<file path="config.mk">
export PLATFORM = sky130hd
export DESIGN_NAME = palette_tile_pixel_renderer
export DESIGN_NICKNAME = d
export VERILOG_FILES = /design/src/design/ptpr_pkg.sv /design/src/design/palette_tile_pixel_renderer.sv /design/src/design/ptpr_regs.sv /design/src/design/ptpr_front.sv /design/src/design/ptpr_queue.sv /design/src/design/ptpr_back.sv
export SDC_FILE = /design/constraint.sdc
export NUM_CORES = 1
export LEC_CHECK = 0
export ABC_AREA = 1
export BUFFER_PORTS_ARGS = -buffer_cell sky130_fd_sc_hd__buf_2
export CAP_MARGIN = 30
export CORE_AREA = 3 3 145 133
export CTS_BUF_LIST = sky130_fd_sc_hd__clkbuf_4 sky130_fd_sc_hd__clkbuf_8 sky130_fd_sc_hd__clkbuf_16
export CTS_CLUSTER_SIZE = 25
export DETAILED_ROUTE_END_ITERATION = 12
export DIE_AREA = 0 0 148 136
export GPL_TIMING_DRIVEN = 0
export HOLD_SLACK_MARGIN = 0.1
export PLACE_DENSITY = 0.75
export SETUP_SLACK_MARGIN = 0.02
export SLEW_MARGIN = 25
export SYNTH_ARGS = -nofsm -noshare
export SYNTH_HDL_FRONTEND = slang
export SYNTH_SLANG_ARGS = --single-unit
</file>
<file path="constraint.sdc">
create_clock -name i_clk -period 6.6 [get_ports i_clk]
set_input_delay 1.32 -clock i_clk [delete_from_list [all_inputs] [get_ports i_clk]]
set_output_delay 1.32 -clock i_clk [all_outputs]
set_load 0.05 [all_outputs]
</file>
<file path="src/design/ptpr_pkg.sv">
// ptpr_pkg: shared types, constants and lookup functions for the tile renderer.
// Pattern table, palette table, job word and register-set types.
// No dependencies.
`timescale 1ns / 1ps

package ptpr_pkg;

    // tile geometry
    localparam int TILE_SIZE = 8;
    localparam int TILE_W    = 3;
    localparam logic [TILE_W-1:0] TILE_LAST = 3'(TILE_SIZE - 1);

    // field widths
    localparam int ADDR_W   = 15;
    localparam int COLOR_W  = 8;
    localparam int PAT_W    = 2;
    localparam int ROW_W    = 6;
    localparam int COL_W    = 4;
    localparam int PSEL_W   = 8;
    localparam int HIDDEN_W = 5;
    localparam int COLS_W   = 5;
    localparam int ENTRY_W  = 4;
    localparam int PITCH_W  = COLS_W + TILE_W;

    // parameter defaults
    localparam int DEF_MAX_COLUMNS      = 16;
    localparam int DEF_MAX_VISIBLE_ROWS = 32;

    // register set
    localparam int APB_DATA_W = 32;
    localparam int APB_ADDR_W = 4;
    localparam logic [1:0] REG_PALETTE = 2'd0;
    localparam logic [1:0] REG_HIDDEN  = 2'd1;
    localparam logic [1:0] REG_COLUMNS = 2'd2;
    localparam logic [PSEL_W-1:0]   RST_PALETTE = 8'd0;
    localparam logic [HIDDEN_W-1:0] RST_HIDDEN  = 5'd0;
    localparam logic [COLS_W-1:0]   RST_COLUMNS = 5'd10;

    localparam logic [COLOR_W-1:0] ALPHA = 8'hBF;

    // pixel classes
    localparam logic [1:0] CLS_BLACK = 2'd0;
    localparam logic [1:0] CLS_PAL1  = 2'd1;
    localparam logic [1:0] CLS_PAL2  = 2'd2;
    localparam logic [1:0] CLS_WHITE = 2'd3;

    // queue
    localparam int QUEUE_DEPTH = 2;

    typedef struct packed {
        logic [PSEL_W-1:0]   palette_select;
        logic [HIDDEN_W-1:0] skip_rows;
        logic [COLS_W-1:0]   columns;
    } t_cfg;

    // one tile job handed from front to back
    typedef struct packed {
        logic [PAT_W-1:0]   pattern;
        logic [ENTRY_W-1:0] entry;
        logic [PITCH_W-1:0] pitch;
        logic [ADDR_W-1:0]  base;
    } t_job;

    // pattern rows indexed {pattern, y}; pixel x sits at bits [2*(7-x)+1 : 2*(7-x)]
    localparam logic [15:0] TILE_ROWS [0:31] = '{
        16'hD554, 16'h7FF4, 16'h7FF4, 16'h7FF4, 16'h7FF4, 16'h7FF4, 16'h5554, 16'h0000,
        16'hEAA8, 16'hBEA8, 16'hBAA8, 16'hAAA8, 16'hAAA8, 16'hAAA8, 16'hAAA8, 16'h0000,
        16'hD554, 16'h7D54, 16'h7554, 16'h5554, 16'h5554, 16'h5554, 16'h5554, 16'h0000,
        16'hAAAA, 16'hAAAA, 16'hFFFF, 16'hFFFF, 16'hFFFF, 16'h5555, 16'h5555, 16'h0000
    };

    function automatic logic [1:0] tile_class(
        input logic [PAT_W-1:0]  pattern,
        input logic [TILE_W-1:0] y,
        input logic [TILE_W-1:0] x
    );
        logic [15:0] row_bits;
        row_bits = TILE_ROWS[{pattern, y}];
        return row_bits[{~x, 1'b1} -: 2];
    endfunction

    // {red, green, blue} for a pixel class and palette entry
    function automatic logic [3*COLOR_W-1:0] pixel_rgb(
        input logic [1:0]         cls,
        input logic [ENTRY_W-1:0] entry
    );
        logic [3*COLOR_W-1:0] c1;
        logic [3*COLOR_W-1:0] c2;
        logic [3*COLOR_W-1:0] rgb;
        case (entry)
            4'd0: begin c1 = 24'h0058F8; c2 = 24'h3CBCFC; end
            4'd1: begin c1 = 24'h00A800; c2 = 24'hB8F818; end
            4'd2: begin c1 = 24'hD800CC; c2 = 24'hF878F8; end
            4'd3: begin c1 = 24'h0058F8; c2 = 24'h58D854; end
            4'd4: begin c1 = 24'hE40058; c2 = 24'h58F898; end
            4'd5: begin c1 = 24'h58F898; c2 = 24'h6888FC; end
            4'd6: begin c1 = 24'hF83800; c2 = 24'h7C7C7C; end
            4'd7: begin c1 = 24'h6844FC; c2 = 24'hA80020; end
            4'd8: begin c1 = 24'h0058F8; c2 = 24'hF83800; end
            4'd9: begin c1 = 24'hF83800; c2 = 24'hFCA044; end
            default: begin c1 = '0; c2 = '0; end
        endcase
        case (cls)
            CLS_PAL1:  rgb = c1;
            CLS_PAL2:  rgb = c2;
            CLS_WHITE: rgb = 24'hFFFFFF;
            default:   rgb = '0;
        endcase
        return rgb;
    endfunction

endpackage

</file>
<file path="src/design/palette_tile_pixel_renderer.sv">
// palette_tile_pixel_renderer: top level of the tile renderer.
// Instantiates ptpr_regs, ptpr_front, ptpr_queue and ptpr_back; uses ptpr_pkg.
//
// Usage:
//   Draw requests: drive i_tile_pattern, i_cell_row, i_cell_column with start;
//   a request is taken at a clock edge where start is high and busy is low.
//   Each visible request produces 64 pixel words, row-major, on
//   o_pixel_address / o_alpha / o_blue / o_green / o_red / o_last_pixel,
//   each valid for one cycle while o_valid is high; o_last_pixel marks the
//   64th word. Requests above the hidden rows or past the visible height are
//   taken and produce nothing.
//   The first word of a tile passes through the job queue, the walker's pixel
//   counters and the output word register before it reaches the outputs.
//   Throughput: one word per cycle while a tile is walked; the single pixel
//   walker sets that figure. Tiles follow each other with no gap when the
//   next job is already queued. A two-job queue sits between request decode
//   and the walker; busy is high while it is full.
//   The output has no back-pressure: every word must be taken when shown.
//   Registers (APB, 0x0 palette, 0x4 hidden rows, 0x8 columns) must be
//   written only while the block is idle; the block does not enforce this.
//   Reset (synchronous, i_rst_n low): queue and walker empty, o_valid low,
//   registers back to palette 0, hidden rows 0, columns 10.
`timescale 1ns / 1ps

module palette_tile_pixel_renderer #(
    parameter int MAX_COLUMNS      = ptpr_pkg::DEF_MAX_COLUMNS,
    parameter int MAX_VISIBLE_ROWS = ptpr_pkg::DEF_MAX_VISIBLE_ROWS
) (
    input  logic                                i_clk,
    input  logic                                i_rst_n,
    input  logic                                start,
    output logic                                busy,
    input  logic [ptpr_pkg::PAT_W-1:0]          i_tile_pattern,
    input  logic [ptpr_pkg::ROW_W-1:0]          i_cell_row,
    input  logic [ptpr_pkg::COL_W-1:0]          i_cell_column,
    output logic                                o_valid,
    output logic [ptpr_pkg::ADDR_W-1:0]         o_pixel_address,
    output logic [ptpr_pkg::COLOR_W-1:0]        o_alpha,
    output logic [ptpr_pkg::COLOR_W-1:0]        o_blue,
    output logic [ptpr_pkg::COLOR_W-1:0]        o_green,
    output logic [ptpr_pkg::COLOR_W-1:0]        o_red,
    output logic                                o_last_pixel,
    input  logic                                psel,
    input  logic                                penable,
    input  logic                                pwrite,
    input  logic [ptpr_pkg::APB_ADDR_W-1:0]     paddr,
    input  logic [ptpr_pkg::APB_DATA_W-1:0]     pwdata,
    output logic [ptpr_pkg::APB_DATA_W-1:0]     prdata,
    output logic                                pready
);

    ptpr_pkg::t_cfg cfg;
    ptpr_pkg::t_job push_job;
    ptpr_pkg::t_job head_job;
    logic           push;
    logic           pop;
    logic           q_valid;
    logic           q_full;

    // configuration registers
    ptpr_regs u_regs (
        .i_clk   (i_clk),
        .i_rst_n (i_rst_n),
        .psel    (psel),
        .penable (penable),
        .pwrite  (pwrite),
        .paddr   (paddr),
        .pwdata  (pwdata),
        .prdata  (prdata),
        .pready  (pready),
        .o_cfg   (cfg)
    );

    // request decode
    ptpr_front #(
        .MAX_COLUMNS      (MAX_COLUMNS),
        .MAX_VISIBLE_ROWS (MAX_VISIBLE_ROWS)
    ) u_front (
        .i_start        (start),
        .i_full         (q_full),
        .i_cfg          (cfg),
        .i_tile_pattern (i_tile_pattern),
        .i_cell_row     (i_cell_row),
        .i_cell_column  (i_cell_column),
        .o_busy         (busy),
        .o_push         (push),
        .o_job          (push_job)
    );

    // job queue
    ptpr_queue u_queue (
        .i_clk   (i_clk),
        .i_rst_n (i_rst_n),
        .i_push  (push),
        .i_job   (push_job),
        .i_pop   (pop),
        .o_valid (q_valid),
        .o_full  (q_full),
        .o_job   (head_job)
    );

    // pixel walker
    ptpr_back u_back (
        .i_clk           (i_clk),
        .i_rst_n         (i_rst_n),
        .i_job_valid     (q_valid),
        .i_job           (head_job),
        .o_pop           (pop),
        .o_valid         (o_valid),
        .o_pixel_address (o_pixel_address),
        .o_alpha         (o_alpha),
        .o_blue          (o_blue),
        .o_green         (o_green),
        .o_red           (o_red),
        .o_last_pixel    (o_last_pixel)
    );

endmodule

</file>
<file path="src/design/ptpr_regs.sv">
// ptpr_regs: APB-style register file (palette, hidden rows, columns).
// Depends on ptpr_pkg.
`timescale 1ns / 1ps

module ptpr_regs (
    input  logic                                i_clk,
    input  logic                                i_rst_n,
    input  logic                                psel,
    input  logic                                penable,
    input  logic                                pwrite,
    input  logic [ptpr_pkg::APB_ADDR_W-1:0]     paddr,
    input  logic [ptpr_pkg::APB_DATA_W-1:0]     pwdata,
    output logic [ptpr_pkg::APB_DATA_W-1:0]     prdata,
    output logic                                pready,
    output ptpr_pkg::t_cfg                      o_cfg
);

    ptpr_pkg::t_cfg r_cfg;
    logic           wr_en;
    logic [1:0]     reg_idx;

    assign pready  = 1'b1;
    assign wr_en   = psel && penable && pwrite;
    assign reg_idx = paddr[3:2];

    // register writes in the access phase
    always_ff @(posedge i_clk) begin
        if (!i_rst_n) begin
            r_cfg.palette_select <= ptpr_pkg::RST_PALETTE;
            r_cfg.skip_rows      <= ptpr_pkg::RST_HIDDEN;
            r_cfg.columns        <= ptpr_pkg::RST_COLUMNS;
        end else if (wr_en) begin
            case (reg_idx)
                ptpr_pkg::REG_PALETTE: r_cfg.palette_select <= pwdata[ptpr_pkg::PSEL_W-1:0];
                ptpr_pkg::REG_HIDDEN:  r_cfg.skip_rows      <= pwdata[ptpr_pkg::HIDDEN_W-1:0];
                ptpr_pkg::REG_COLUMNS: r_cfg.columns        <= pwdata[ptpr_pkg::COLS_W-1:0];
                default: ;
            endcase
        end
    end

    // read mux
    always_comb begin
        case (reg_idx)
            ptpr_pkg::REG_PALETTE: prdata = 32'(r_cfg.palette_select);
            ptpr_pkg::REG_HIDDEN:  prdata = 32'(r_cfg.skip_rows);
            ptpr_pkg::REG_COLUMNS: prdata = 32'(r_cfg.columns);
            default:               prdata = '0;
        endcase
    end

    assign o_cfg = r_cfg;

endmodule

</file>
<file path="src/design/ptpr_front.sv">
// ptpr_front: takes draw requests, drops off-screen cells, builds tile jobs.
// Depends on ptpr_pkg.
`timescale 1ns / 1ps

module ptpr_front #(
    parameter int MAX_COLUMNS      = ptpr_pkg::DEF_MAX_COLUMNS,
    parameter int MAX_VISIBLE_ROWS = ptpr_pkg::DEF_MAX_VISIBLE_ROWS
) (
    input  logic                            i_start,
    input  logic                            i_full,
    input  ptpr_pkg::t_cfg                  i_cfg,
    input  logic [ptpr_pkg::PAT_W-1:0]      i_tile_pattern,
    input  logic [ptpr_pkg::ROW_W-1:0]      i_cell_row,
    input  logic [ptpr_pkg::COL_W-1:0]      i_cell_column,
    output logic                            o_busy,
    output logic                            o_push,
    output ptpr_pkg::t_job                  o_job
);

    logic [ptpr_pkg::ROW_W-1:0]    vis_row;
    logic                          on_screen;
    logic [ptpr_pkg::COLS_W-1:0]   cols;
    logic [ptpr_pkg::ROW_W+ptpr_pkg::COLS_W-1:0] row_cells;
    logic [ptpr_pkg::ROW_W+ptpr_pkg::COLS_W+5:0] base_full;
    logic [4:0]                    quot;
    logic [8:0]                    quot_x10;
    logic [15:0]                   recip;

    assign o_busy = i_full;

    // visibility: below the hidden band and inside the visible height
    always_comb begin
        vis_row   = i_cell_row - ptpr_pkg::ROW_W'(i_cfg.skip_rows);
        on_screen = (i_cell_row >= ptpr_pkg::ROW_W'(i_cfg.skip_rows))
                    && ({1'b0, vis_row} < 7'(MAX_VISIBLE_ROWS));
    end

    // clamp width, then base address of the tile's top-left pixel
    always_comb begin
        cols = (7'(i_cfg.columns) > 7'(MAX_COLUMNS)) ? ptpr_pkg::COLS_W'(MAX_COLUMNS)
                                                      : i_cfg.columns;
        row_cells = vis_row * cols;
        base_full = {row_cells, 6'b0}
                  + (ptpr_pkg::ROW_W + ptpr_pkg::COLS_W + 6)'({i_cell_column, 3'b0});
    end

    // palette entry = select mod 10, via reciprocal 205/2048 (exact below 1029)
    always_comb begin
        recip    = i_cfg.palette_select * 8'd205;
        quot     = recip[15:11];
        quot_x10 = {1'b0, quot, 3'b0} + {3'b0, quot, 1'b0};
    end

    always_comb begin
        o_job.pattern = i_tile_pattern;
        o_job.entry   = ptpr_pkg::ENTRY_W'(9'(i_cfg.palette_select) - quot_x10);
        o_job.pitch   = {cols, 3'b0};
        o_job.base    = base_full[ptpr_pkg::ADDR_W-1:0];
    end

    // off-screen requests are accepted and dropped
    assign o_push = i_start && !i_full && on_screen;

endmodule

</file>
<file path="src/design/ptpr_queue.sv">
// ptpr_queue: short job queue between front and back.
// Depends on ptpr_pkg.
`timescale 1ns / 1ps

module ptpr_queue (
    input  logic            i_clk,
    input  logic            i_rst_n,
    input  logic            i_push,
    input  ptpr_pkg::t_job  i_job,
    input  logic            i_pop,
    output logic            o_valid,
    output logic            o_full,
    output ptpr_pkg::t_job  o_job
);

    localparam int PTR_W = $clog2(ptpr_pkg::QUEUE_DEPTH);
    localparam int CNT_W = $clog2(ptpr_pkg::QUEUE_DEPTH + 1);

    ptpr_pkg::t_job   r_mem [ptpr_pkg::QUEUE_DEPTH];
    logic [PTR_W-1:0] r_wr_ptr;
    logic [PTR_W-1:0] r_rd_ptr;
    logic [CNT_W-1:0] r_count;
    logic             do_push;
    logic             do_pop;

    assign o_valid = (r_count != '0);
    assign o_full  = (r_count == CNT_W'(ptpr_pkg::QUEUE_DEPTH));
    assign do_push = i_push && !o_full;
    assign do_pop  = i_pop && o_valid;
    assign o_job   = r_mem[r_rd_ptr];

    // pointers and fill count
    always_ff @(posedge i_clk) begin
        if (!i_rst_n) begin
            r_wr_ptr <= '0;
            r_rd_ptr <= '0;
            r_count  <= '0;
        end else begin
            if (do_push) begin
                r_wr_ptr <= (r_wr_ptr == PTR_W'(ptpr_pkg::QUEUE_DEPTH - 1)) ? '0
                                                                          : r_wr_ptr + 1'b1;
            end
            if (do_pop) begin
                r_rd_ptr <= (r_rd_ptr == PTR_W'(ptpr_pkg::QUEUE_DEPTH - 1)) ? '0
                                                                          : r_rd_ptr + 1'b1;
            end
            case ({do_push, do_pop})
                2'b10:   r_count <= r_count + 1'b1;
                2'b01:   r_count <= r_count - 1'b1;
                default: r_count <= r_count;
            endcase
        end
    end

    // storage
    always_ff @(posedge i_clk) begin
        if (do_push) begin
            r_mem[r_wr_ptr] <= i_job;
        end
    end

endmodule

</file>
<file path="src/design/ptpr_back.sv">
// ptpr_back: walks one tile job, one pixel word per cycle, registered outputs.
// Depends on ptpr_pkg.
`timescale 1ns / 1ps

module ptpr_back (
    input  logic                                i_clk,
    input  logic                                i_rst_n,
    input  logic                                i_job_valid,
    input  ptpr_pkg::t_job                      i_job,
    output logic                                o_pop,
    output logic                                o_valid,
    output logic [ptpr_pkg::ADDR_W-1:0]         o_pixel_address,
    output logic [ptpr_pkg::COLOR_W-1:0]        o_alpha,
    output logic [ptpr_pkg::COLOR_W-1:0]        o_blue,
    output logic [ptpr_pkg::COLOR_W-1:0]        o_green,
    output logic [ptpr_pkg::COLOR_W-1:0]        o_red,
    output logic                                o_last_pixel
);

    logic                               r_active;
    logic [ptpr_pkg::TILE_W-1:0]        r_x;
    logic [ptpr_pkg::TILE_W-1:0]        r_y;
    logic [ptpr_pkg::PAT_W-1:0]         r_pattern;
    logic [ptpr_pkg::ENTRY_W-1:0]       r_entry;
    logic [ptpr_pkg::PITCH_W-1:0]       r_pitch;
    logic [ptpr_pkg::ADDR_W-1:0]        r_row_addr;

    logic                               r_valid;
    logic [ptpr_pkg::ADDR_W-1:0]        r_pixel_address;
    logic [3*ptpr_pkg::COLOR_W-1:0]     r_rgb;
    logic                               r_last_pixel;

    logic                               end_x;
    logic                               end_tile;
    logic [1:0]                         cls;
    logic [3*ptpr_pkg::COLOR_W-1:0]     rgb;

    // current pixel
    always_comb begin
        end_x    = (r_x == ptpr_pkg::TILE_LAST);
        end_tile = end_x && (r_y == ptpr_pkg::TILE_LAST);
        cls      = ptpr_pkg::tile_class(r_pattern, r_y, r_x);
        rgb      = ptpr_pkg::pixel_rgb(cls, r_entry);
    end

    // take the next job when idle or on the tile's last word
    assign o_pop = i_job_valid && (!r_active || end_tile);

    // pixel walk
    always_ff @(posedge i_clk) begin
        if (!i_rst_n) begin
            r_active <= 1'b0;
            r_x      <= '0;
            r_y      <= '0;
            r_valid  <= 1'b0;
        end else begin
            r_valid <= r_active;
            if (o_pop) begin
                r_active <= 1'b1;
                r_x      <= '0;
                r_y      <= '0;
            end else if (r_active) begin
                if (end_tile) begin
                    r_active <= 1'b0;
                end
                r_x <= r_x + 1'b1;
                if (end_x) begin
                    r_y <= r_y + 1'b1;
                end
            end
        end
    end

    // job fields and row address
    always_ff @(posedge i_clk) begin
        if (o_pop) begin
            r_pattern  <= i_job.pattern;
            r_entry    <= i_job.entry;
            r_pitch    <= i_job.pitch;
            r_row_addr <= i_job.base;
        end else if (r_active && end_x) begin
            r_row_addr <= r_row_addr + ptpr_pkg::ADDR_W'(r_pitch);
        end
    end

    // output word register
    always_ff @(posedge i_clk) begin
        if (r_active) begin
            r_pixel_address <= r_row_addr + ptpr_pkg::ADDR_W'(r_x);
            r_rgb           <= rgb;
            r_last_pixel    <= end_tile;
        end
    end

    assign o_valid         = r_valid;
    assign o_pixel_address = r_pixel_address;
    assign o_alpha         = ptpr_pkg::ALPHA;
    assign o_red           = r_rgb[23:16];
    assign o_green         = r_rgb[15:8];
    assign o_blue          = r_rgb[7:0];
    assign o_last_pixel    = r_last_pixel;

endmodule

</file>
==> results.ini, run 1 <==
[timing]
hold_viol_final=0
min_period_ns=5.57
worst_slack_ns=1.03
max_freq_ghz=0.180
setup_viol=0
finalSetupTns_ns=0
rsz0062_at_grt=no
worst_pin_slew_ns=0.662
fin_skew_ns=0.00871
slew_headroom_pct=55.8
drv_slew=0
fin_crit_sh_pct=84.4

[critical_path]
cp_top_family=adder cells
reg2regPathDepth=21
crit_cells=21
reg2reg_from=u_regs.o_cfg[7]$_SDFFE_PN0P_
crit_start=i_cell_row[2]
cp_slowest_cell=fa_1
crit_top_cell=nand2_1
start_kind=input port
cp-endpoint=u_queue.r_mem[0][14]$_DFFE_PP_
crit_chain=buf_2 > ha_1 > nand2_1 > o21ai_0 > xor2_1 > inv_1 > nor2_1 > fa_1 > fa_1 > inv_1 > fa_1 > inv_1 > ha_1 > a21oi_1 > nand2_1 > xnor2_1 > nor2_1 > nand2_1 > inv_1 > nand2_1 > nand2_1
rr_endpoint=u_queue.r_mem[0][14]$_DFFE_PP_
r2r_setup_slack_ns=1.64
crit_buf_inv=5
critical_path_required_ns=6.75
cp_slowest_stage_delay_ns=0.54
arrival_ns=5.72
path_max_fanout=6
cp-end-kind=register
worstSetupPathType=input port to register

[yosys]
yosysWarnings=0
async_reset_ff_share_pct=0
synth-edff-count=104
netlist_area_um2=9590
synthXorXnorAreaFrac_pct=2.47
synth_cells=1058
synth_compound_area_share_pct=7.39
synth-simple-area-share_pct=18.0
synth-seq-cells=171
syn_area_per_cell_um2=9.06
synth.area.mux_share_pct=0.104
synth_cell_types=45
synth_flop_cell=edfxtp_1
yosysSeqAreaShare_pct=46.6
synthAdderAreaFrac_pct=15.4
synth_top_family_by_area=simple AND/OR/NAND/NOR gates

[clock_tree]
cts_resized=0
htree_num_levels=4
cts-root-buf=clkbuf_16
clk_latency_ns=0.42
cts_buffers=17
clk_path_buf_depth=2
clkSinkCount=171
hold_buffers=0
tritoncts=yes
clk_pin_slew_ns=0.07
cts_setup_buffers=0

[power]
ir_drop_v=0.000291
p_seq_share_pct=34.9
clkPwrFrac_pct=20.2
power_frac_comb_pct=44.9
p_int_w=0.00287
sw_frac_of_total_pct=42.8
cellPowerDensity_nw_per_um2=454
p_switching_w=0.00215
leakagePower_nw=5.40

[cells_and_area]
regArea_um2=4470
multi_input_area_um2=4300
fillers=1496
mostFrequentLayoutCells=nand2_1, inv_1, edfxtp_1
nets=1346
area_growth_syn_to_layout_pct=15.5
fin_cells=1442
layout-drive-gt1-share_pct=15.4
final_common_cell=nand2_1
design_area_um2=11100

[routing]
drtIter0Drc=359
via_count=7052
drcViolationCount=0
wl_per_cell_um=13.2
wl_mm=19.0
via_per_inst=4.89
dr.pass1.iters=5
final_antenna_net_count=0

[global_route]
grt_pass1_vias=6659
grt_pass1_wl_mm=31.5
grt_max_degree=25
grt.total_usage_pct=19.5
antenna_found_initial=1
grt_overflow_total=0

[floorplan]
initial_core_util_pct=54.1
die_h_um=136
dieArea_um2=20100
rows=46
die_w_um=148
pin_count=137
core-area_um2=17700

[run]
max_cap_viol_count=0

[placement]
dpl.hpwl_mm=14.4
place.gp.congestion=0.888
placed_cells=1408
post-place-ws_ns=0.621
placed_area_um2=10400
portBuffers=77

[worst_hold_path]
hold_depth=0
worstHoldPathType=register to register

[outcome]
status=finished, final reports clean

==> power by group through the flow <==
stage	combinational, W	clock [W]	sequential [W]
2_1_floorplan	0.00141	0	0.00205
3_3_place_gp	0.00214	0	0.00178
3_5_place_dp	0.00224	0	0.00178
4_1_cts	0.00226	0.00103	0.00176
5_1_grt	0.00252	0.00108	0.00179
6_report	0.00226	0.00102	0.00175
==> logic make-up (layout without fill, tap and decap cells) <==
kind of cell	count (synthesis)	count (layout)
mux	1	1
fa+ha+maj	104	104
buf+inv	211	323
simple gates	419	419
xor+xnor	27	27
other cells	2	34
flops	171	171
compound gates	123	123
==> worst min-delay path by stage <==
stage	from	slack, ns	end
floorplan	u_queue.r_rd_ptr$_SDFFE_PN0P_	0.43	register
global placement	u_queue.r_rd_ptr$_SDFFE_PN0P_	0.44	u_queue.r_rd_ptr$_SDFFE_PN0P_
detailed placement	u_queue.r_rd_ptr$_SDFFE_PN0P_	0.44	u_queue.r_rd_ptr$_SDFFE_PN0P_
CTS	u_queue.r_rd_ptr$_SDFFE_PN0P_	0.45	u_queue.r_rd_ptr$_SDFFE_PN0P_
global route	u_back.r_row_addr[6]$_DFFE_PP_	0.46	u_back.o_pixel_address[6]$_DFFE_PP_
finish	u_back.r_row_addr[6]$_DFFE_PP_	0.46	u_back.o_pixel_address[6]$_DFFE_PP_
==> metal layers <==
layer / vias to the layer above / track usage, % / wire length [um]
li1: 3618 / - / -
met2: 183 / 33.1 / 9100
met4: 2 / 6.00 / 327
met5: - / 0 / 13
met1: 3217 / 25.3 / 8600
met3: 32 / 4.23 / 980
==> synthesized netlist by cell type (4+ instances only) <==
cell type    n  area (um2)
a21oi_1     53         265
buf_4       39         293
clkbuf_1    12        45.0
dfxtp_1     67        1340
edfxtp_1   104        3120
fa_1        24         480
ha_1        80        1000
inv_1      147         552
inv_2        8        30.0
nand2_1    258         968
nand3_1     37         185
nand4_1     10        62.6
nor2_1      86         323
o211ai_1     8        60.1
o21ai_0     33         165
o21ai_1     10        50.1
o221ai_1     4        35.0
or2_1        5        31.3
or2_2        9        56.3
xnor2_1     14         123
xor2_1      13         114
==> worst register-to-register path: cells and delay by family, from the launching register on <==
kind                       cells  cell delay (ns)
AOI/OAI and AO/OA              2             0.52
xor gates and xnor gates       2             0.66
adders and majority gates      5             2.23
buffers and inverters          5             0.31
DFF                            1             0.31
and+or+nand+nor                7             0.66
==> layout make-up <==
class,instances,area share (%)
Inverter,156,5.31
Antenna cell,1,0.0226
Sequential cell,171,40.3
Tap cell,240,2.71
Timing Repair Buffer,80,3.97
Buffer,55,3.29
Clock inverter,11,1.07
Clock buffer,21,4.49
Multi-Input combinational cell,707,38.8
==> stage by stage <==
stage | hold WS (ns) | total power [W] | utilization [%]
after floorplan | 0.425 | 0.00346 | -
after CTS | 0.453 | 0.00505 | 62.4
final | 0.458 | 0.00503 | 62.5
after global placement | 0.436 | 0.00393 | 58.6
after detailed placement | 0.443 | 0.00402 | 58.9
after global routing | 0.463 | 0.00539 | 62.4
Power figures use the tool's default switching activity.
==> inputs of run 2 (changes only) <==
clock period = 5.6 ns   (was 6.6 ns; I/O delays follow)
==> results.ini, run 2 (synthesis results as in run 1) <==
[outcome]
status=finished, final reports clean

[critical_path]
cp-end-kind=register
crit_start=i_cell_row[2]
arrival_ns=5.40
worstSetupPathType=input port to register
path_max_fanout=6
reg2reg_from=u_regs.o_cfg[7]$_SDFFE_PN0P_
start_kind=input port
r2r_setup_slack_ns=0.77
critical_path_required_ns=5.76

[worst_hold_path]
worstHoldPathType=register to register
min_from=u_queue.r_rd_ptr$_SDFFE_PN0P_

[global_route]
antenna_found_initial=1
grt_max_degree=25
grt_pass1_vias=6659
grt.total_usage_pct=19.5
grt_pass1_wl_mm=31.5
grt_overflow_total=0

[power]
sw_frac_of_total_pct=42.8
cellPowerDensity_nw_per_um2=535
power_frac_comb_pct=44.9
p_switching_w=0.00254
p_seq_share_pct=34.9
leakagePower_nw=5.41
ir_drop_v=0.000343
clkPwrFrac_pct=20.2
p_int_w=0.00339

[floorplan]
die_h_um=136
rows=46
core-area_um2=17700
initial_core_util_pct=54.1
die_w_um=148
dieArea_um2=20100
pin_count=137

[timing]
max_freq_ghz=0.191
min_period_ns=5.24
fin_crit_sh_pct=93.6
worst_pin_slew_ns=0.661
drv_slew=0
setup_viol=0
fin_skew_ns=0.00866
hold_viol_final=0
worst_slack_ns=0.360
slew_headroom_pct=55.9
rsz0062_at_grt=no

[routing]
drcViolationCount=0
drtIter0Drc=356
via_count=7044
dr.pass1.iters=5
final_antenna_net_count=0
via_per_inst=4.88
wl_mm=19.0
wl_per_cell_um=13.2

[clock_tree]
clkSinkCount=171
hold_buffers=0
cts-root-buf=clkbuf_16
cts_setup_buffers=0
cts_buffers=17
tritoncts=yes
cts_resized=0
clk_path_buf_depth=2
clk_pin_slew_ns=0.06
clk_latency_ns=0.42
htree_num_levels=4

[cells_and_area]
design_area_um2=11100
layout-drive-gt1-share_pct=15.5
mostFrequentLayoutCells=nand2_1, inv_1, edfxtp_1
nets=1347
utilization_pct=62.5
final_common_cell=nand2_1
area_growth_syn_to_layout_pct=15.5

[placement]
dpl.hpwl_mm=14.4
placed_area_um2=10400
portBuffers=77
post-place-ws_ns=-0.179
place.gp.congestion=0.888

[run]
max_cap_viol_count=0

## run 2: cell count changes in the layout (fill, tap and decap cells not counted), sizes merged
| cell | before | now |
|---|---|---|
| buf | 123 | 124 |
## run 2: power by group through the flow
stage          sequential [W]  combinational (W)  clock, W
2_1_floorplan         0.00242            0.00166         0
3_3_place_gp          0.00210            0.00253         0
3_5_place_dp          0.00209            0.00264         0
4_1_cts               0.00207            0.00266   0.00122
5_1_grt               0.00211            0.00297   0.00128
6_report              0.00207            0.00266   0.00120
## run 2: critical path: stages
cell     delay [ns]
buf_2          0.10
ha_1           0.34
nand2_1        0.09
o21ai_0        0.29
xor2_1         0.30
inv_1          0.09
nor2_1         0.14
fa_1           0.46
fa_1           0.54
inv_1          0.05
fa_1           0.53
inv_1          0.04
ha_1           0.35
a21oi_1        0.22
nand2_1        0.09
xnor2_1        0.27
nor2_1         0.08
nand2_1        0.10
inv_1          0.04
nand2_1        0.05
nand2_1        0.08
## run 2: per-layer routing
metal / up-vias / track usage, % / part of all wire [%]
met5: - / 0 / 0.068
met4: 2 / 6.00 / 1.7
met3: 31 / 4.23 / 5.5
met2: 198 / 33.1 / 48
met1: 3192 / 25.3 / 45
li1: 3621 / - / -
## run 2: layout make-up
type	instances	area, um2
fill	1496	6650
sequential	171	4470
multi-input combinational	707	4300
inverter	156	588
clock buffer	21	497
timing repair buffer	81	447
buffer	55	364
tap	240	300
clock inverter	11	119
antenna	1	2.50
## run 2: path summary, 6_finish.rpt
path                                    end  cells past startpoint
min                                register                      1
min reg2reg                        register                      1
max reg2reg  u_queue.r_mem[0][14]$_DFFE_PP_                     21
max          u_queue.r_mem[1][14]$_DFFE_PP_                     21
## run 2: stage by stage
step,power [W],std cells,setup TNS (ns),hold WS (ns)
after floorplan,0.00408,1089,0,0.425
after global placement,0.00463,1406,-0.350,0.436
after detailed placement,0.00473,1408,-0.561,0.443
after CTS,0.00595,1440,0,0.453
after global routing,0.00635,1442,0,0.463
final,0.00593,1443,0,0.456
==> inputs of run 3 (changes only) <==
CORE_AREA = 3 3 179 164   (was 3 3 145 133)
DIE_AREA = 0 0 182 167   (was 0 0 148 136)
PLACE_DENSITY = not set   (was 0.75)
==> results.ini, run 3 (synthesis results as in run 1) <==
[critical_path]
cp_top_family=adder cells
start_kind=input port
cp_slowest_stage_delay_ns=0.54
crit_top_cell=inv_1
path_max_fanout=6
crit_buf_inv=7
cp-end-kind=register
worstSetupPathType=input port to register
crit_chain=buf_2 > inv_1 > ha_1 > inv_1 > fa_1 > xor2_1 > inv_1 > nor2_1 > fa_1 > fa_1 > inv_1 > fa_1 > inv_1 > ha_1 > a21oi_1 > nand2_1 > xnor2_2 > nor2_1 > nand2_1 > inv_1 > nand2_1 > nand2_1
arrival_ns=5.27
reg2regPathDepth=21
crit_cells=22
critical_path_required_ns=5.76
cp_slowest_cell=fa_1

[cells_and_area]
final_common_cell=nand2_1
layout-drive-gt1-share_pct=15.6
multi_input_area_um2=4300
area_growth_syn_to_layout_pct=16.3
fin_cells=1562
nets=1347
fillers=2754
mostFrequentLayoutCells=nand2_1, inv_1, edfxtp_1
antenna_cells=0
regArea_um2=4470

[timing]
min_period_ns=5.11
max_freq_ghz=0.196
drv_slew=0
hold_viol_final=0
setup_viol=0
worst_slack_ns=0.490
worst_pin_slew_ns=0.657
rsz0062_at_grt=no
fin_skew_ns=0.00971
fin_crit_sh_pct=91.2
slew_headroom_pct=56.1

[global_route]
grt_pass1_vias=6489
grt_overflow_total=0
grt_max_degree=25
grt_pass1_wl_mm=31.1
antenna_found_initial=4
grt.total_usage_pct=12.5

[clock_tree]
clk_latency_ns=0.42
cts_buffers=17
clk_path_buf_depth=2
cts-root-buf=clkbuf_16
clk_pin_slew_ns=0.06
tritoncts=yes
htree_num_levels=4
clkSinkCount=171

[power]
power_frac_comb_pct=45.9
cellPowerDensity_nw_per_um2=517
p_int_w=0.00327
p_switching_w=0.00249
p_seq_share_pct=35.7
clkPwrFrac_pct=18.4
sw_frac_of_total_pct=43.2
leakagePower_nw=5.37
ir_drop_v=0.000258
fin_total_pwr_w=0.00577

[placement]
dpl.hpwl_mm=14.7
post-place-ws_ns=-0.182
portBuffers=77
placed_cells=1528
place.gp.congestion=0.878

[floorplan]
die_w_um=182
dieArea_um2=30400
rows=58
pin_count=137
core-area_um2=27700
die_h_um=167
initial_core_util_pct=34.6

[routing]
drtIter0Drc=365
wl_mm=18.7
via_count=6820
wl_per_cell_um=12.0
dr.pass1.iters=4
final_antenna_net_count=0
drcViolationCount=0
via_per_inst=4.37

[outcome]
status=finished, final reports clean

[worst_hold_path]
worstHoldPathType=register to register
hold_depth=0

[run]
max_cap_viol_count=0

-- run 3: cell type report --
type / instances / area share, %
clock buffer: 19 / 3.95
tap: 360 / 4.04
buffer: 55 / 3.26
inverter: 156 / 5.27
clock inverter: 13 / 0.852
multi-input combinational: 707 / 38.6
sequential: 171 / 40.0
timing repair buffer: 81 / 4.00
-- run 3: final timing paths --
path / from / end / slack, ns
worst max register to register: u_regs.o_cfg[7]$_SDFFE_PN0P_ / u_queue.r_mem[1][14]$_DFFE_PP_ / 0.94
worst max-delay path: i_cell_row[0] / u_queue.r_mem[1][14]$_DFFE_PP_ / 0.49
worst min register to register: u_back.r_row_addr[14]$_DFFE_PP_ / u_back.o_pixel_address[14]$_DFFE_PP_ / 0.46
worst min-delay path: u_back.r_row_addr[14]$_DFFE_PP_ / u_back.o_pixel_address[14]$_DFFE_PP_ / 0.46
-- run 3: per-layer routing --
metal	wire length (um)	part of all wire, %	GRT usage, %
met1	8940	48	16.7
met2	8420	45	20.0
met3	1040	5.6	3.65
met4	204	1.1	3.21
met5	58	0.31	0
-- run 3: power by group through the flow --
| stage | sequential, W | combinational [W] | clock (W) |
|---|---|---|---|
| finish | 0.00206 | 0.00265 | 0.00106 |
| global route | 0.00210 | 0.00298 | 0.00115 |
| CTS | 0.00207 | 0.00266 | 0.00109 |
| detailed placement | 0.00209 | 0.00265 | 0 |
| global placement | 0.00211 | 0.00257 | 0 |
| floorplan | 0.00242 | 0.00166 | 0 |
-- run 3: worst register-to-register path, delay by kind of cell (launching register included) --
| kind | cells | cell delay, ns |
|---|---|---|
| AO/OA/AOI/OAI | 2 | 0.42 |
| XOR/XNOR | 2 | 0.50 |
| adder cells (fa/ha/maj) | 5 | 2.24 |
| buffers and inverters | 5 | 0.29 |
| flip-flops | 1 | 0.31 |
| AND/OR/NAND/NOR | 7 | 0.63 |
-- run 3: stage by stage --
stage                     utilization, %  area (um2)  hold WS, ns  TNS, ns
after CTS                           40.1       11100        0.455        0
after detailed placement            38.2       10600        0.444   -0.603
after global placement              38.0       10500        0.441   -0.304
after global routing                40.2       11200        0.464        0
final                               40.2       11200        0.456        0
after floorplan                        -        9710        0.425        0
-- run 3: what timing repair did --
action / in CTS / in global routing
hold buffers: 0 / 0
setup endpoints to repair: 0 / 4
resized for setup: 0 / 2
buffers inserted: 0 / 1
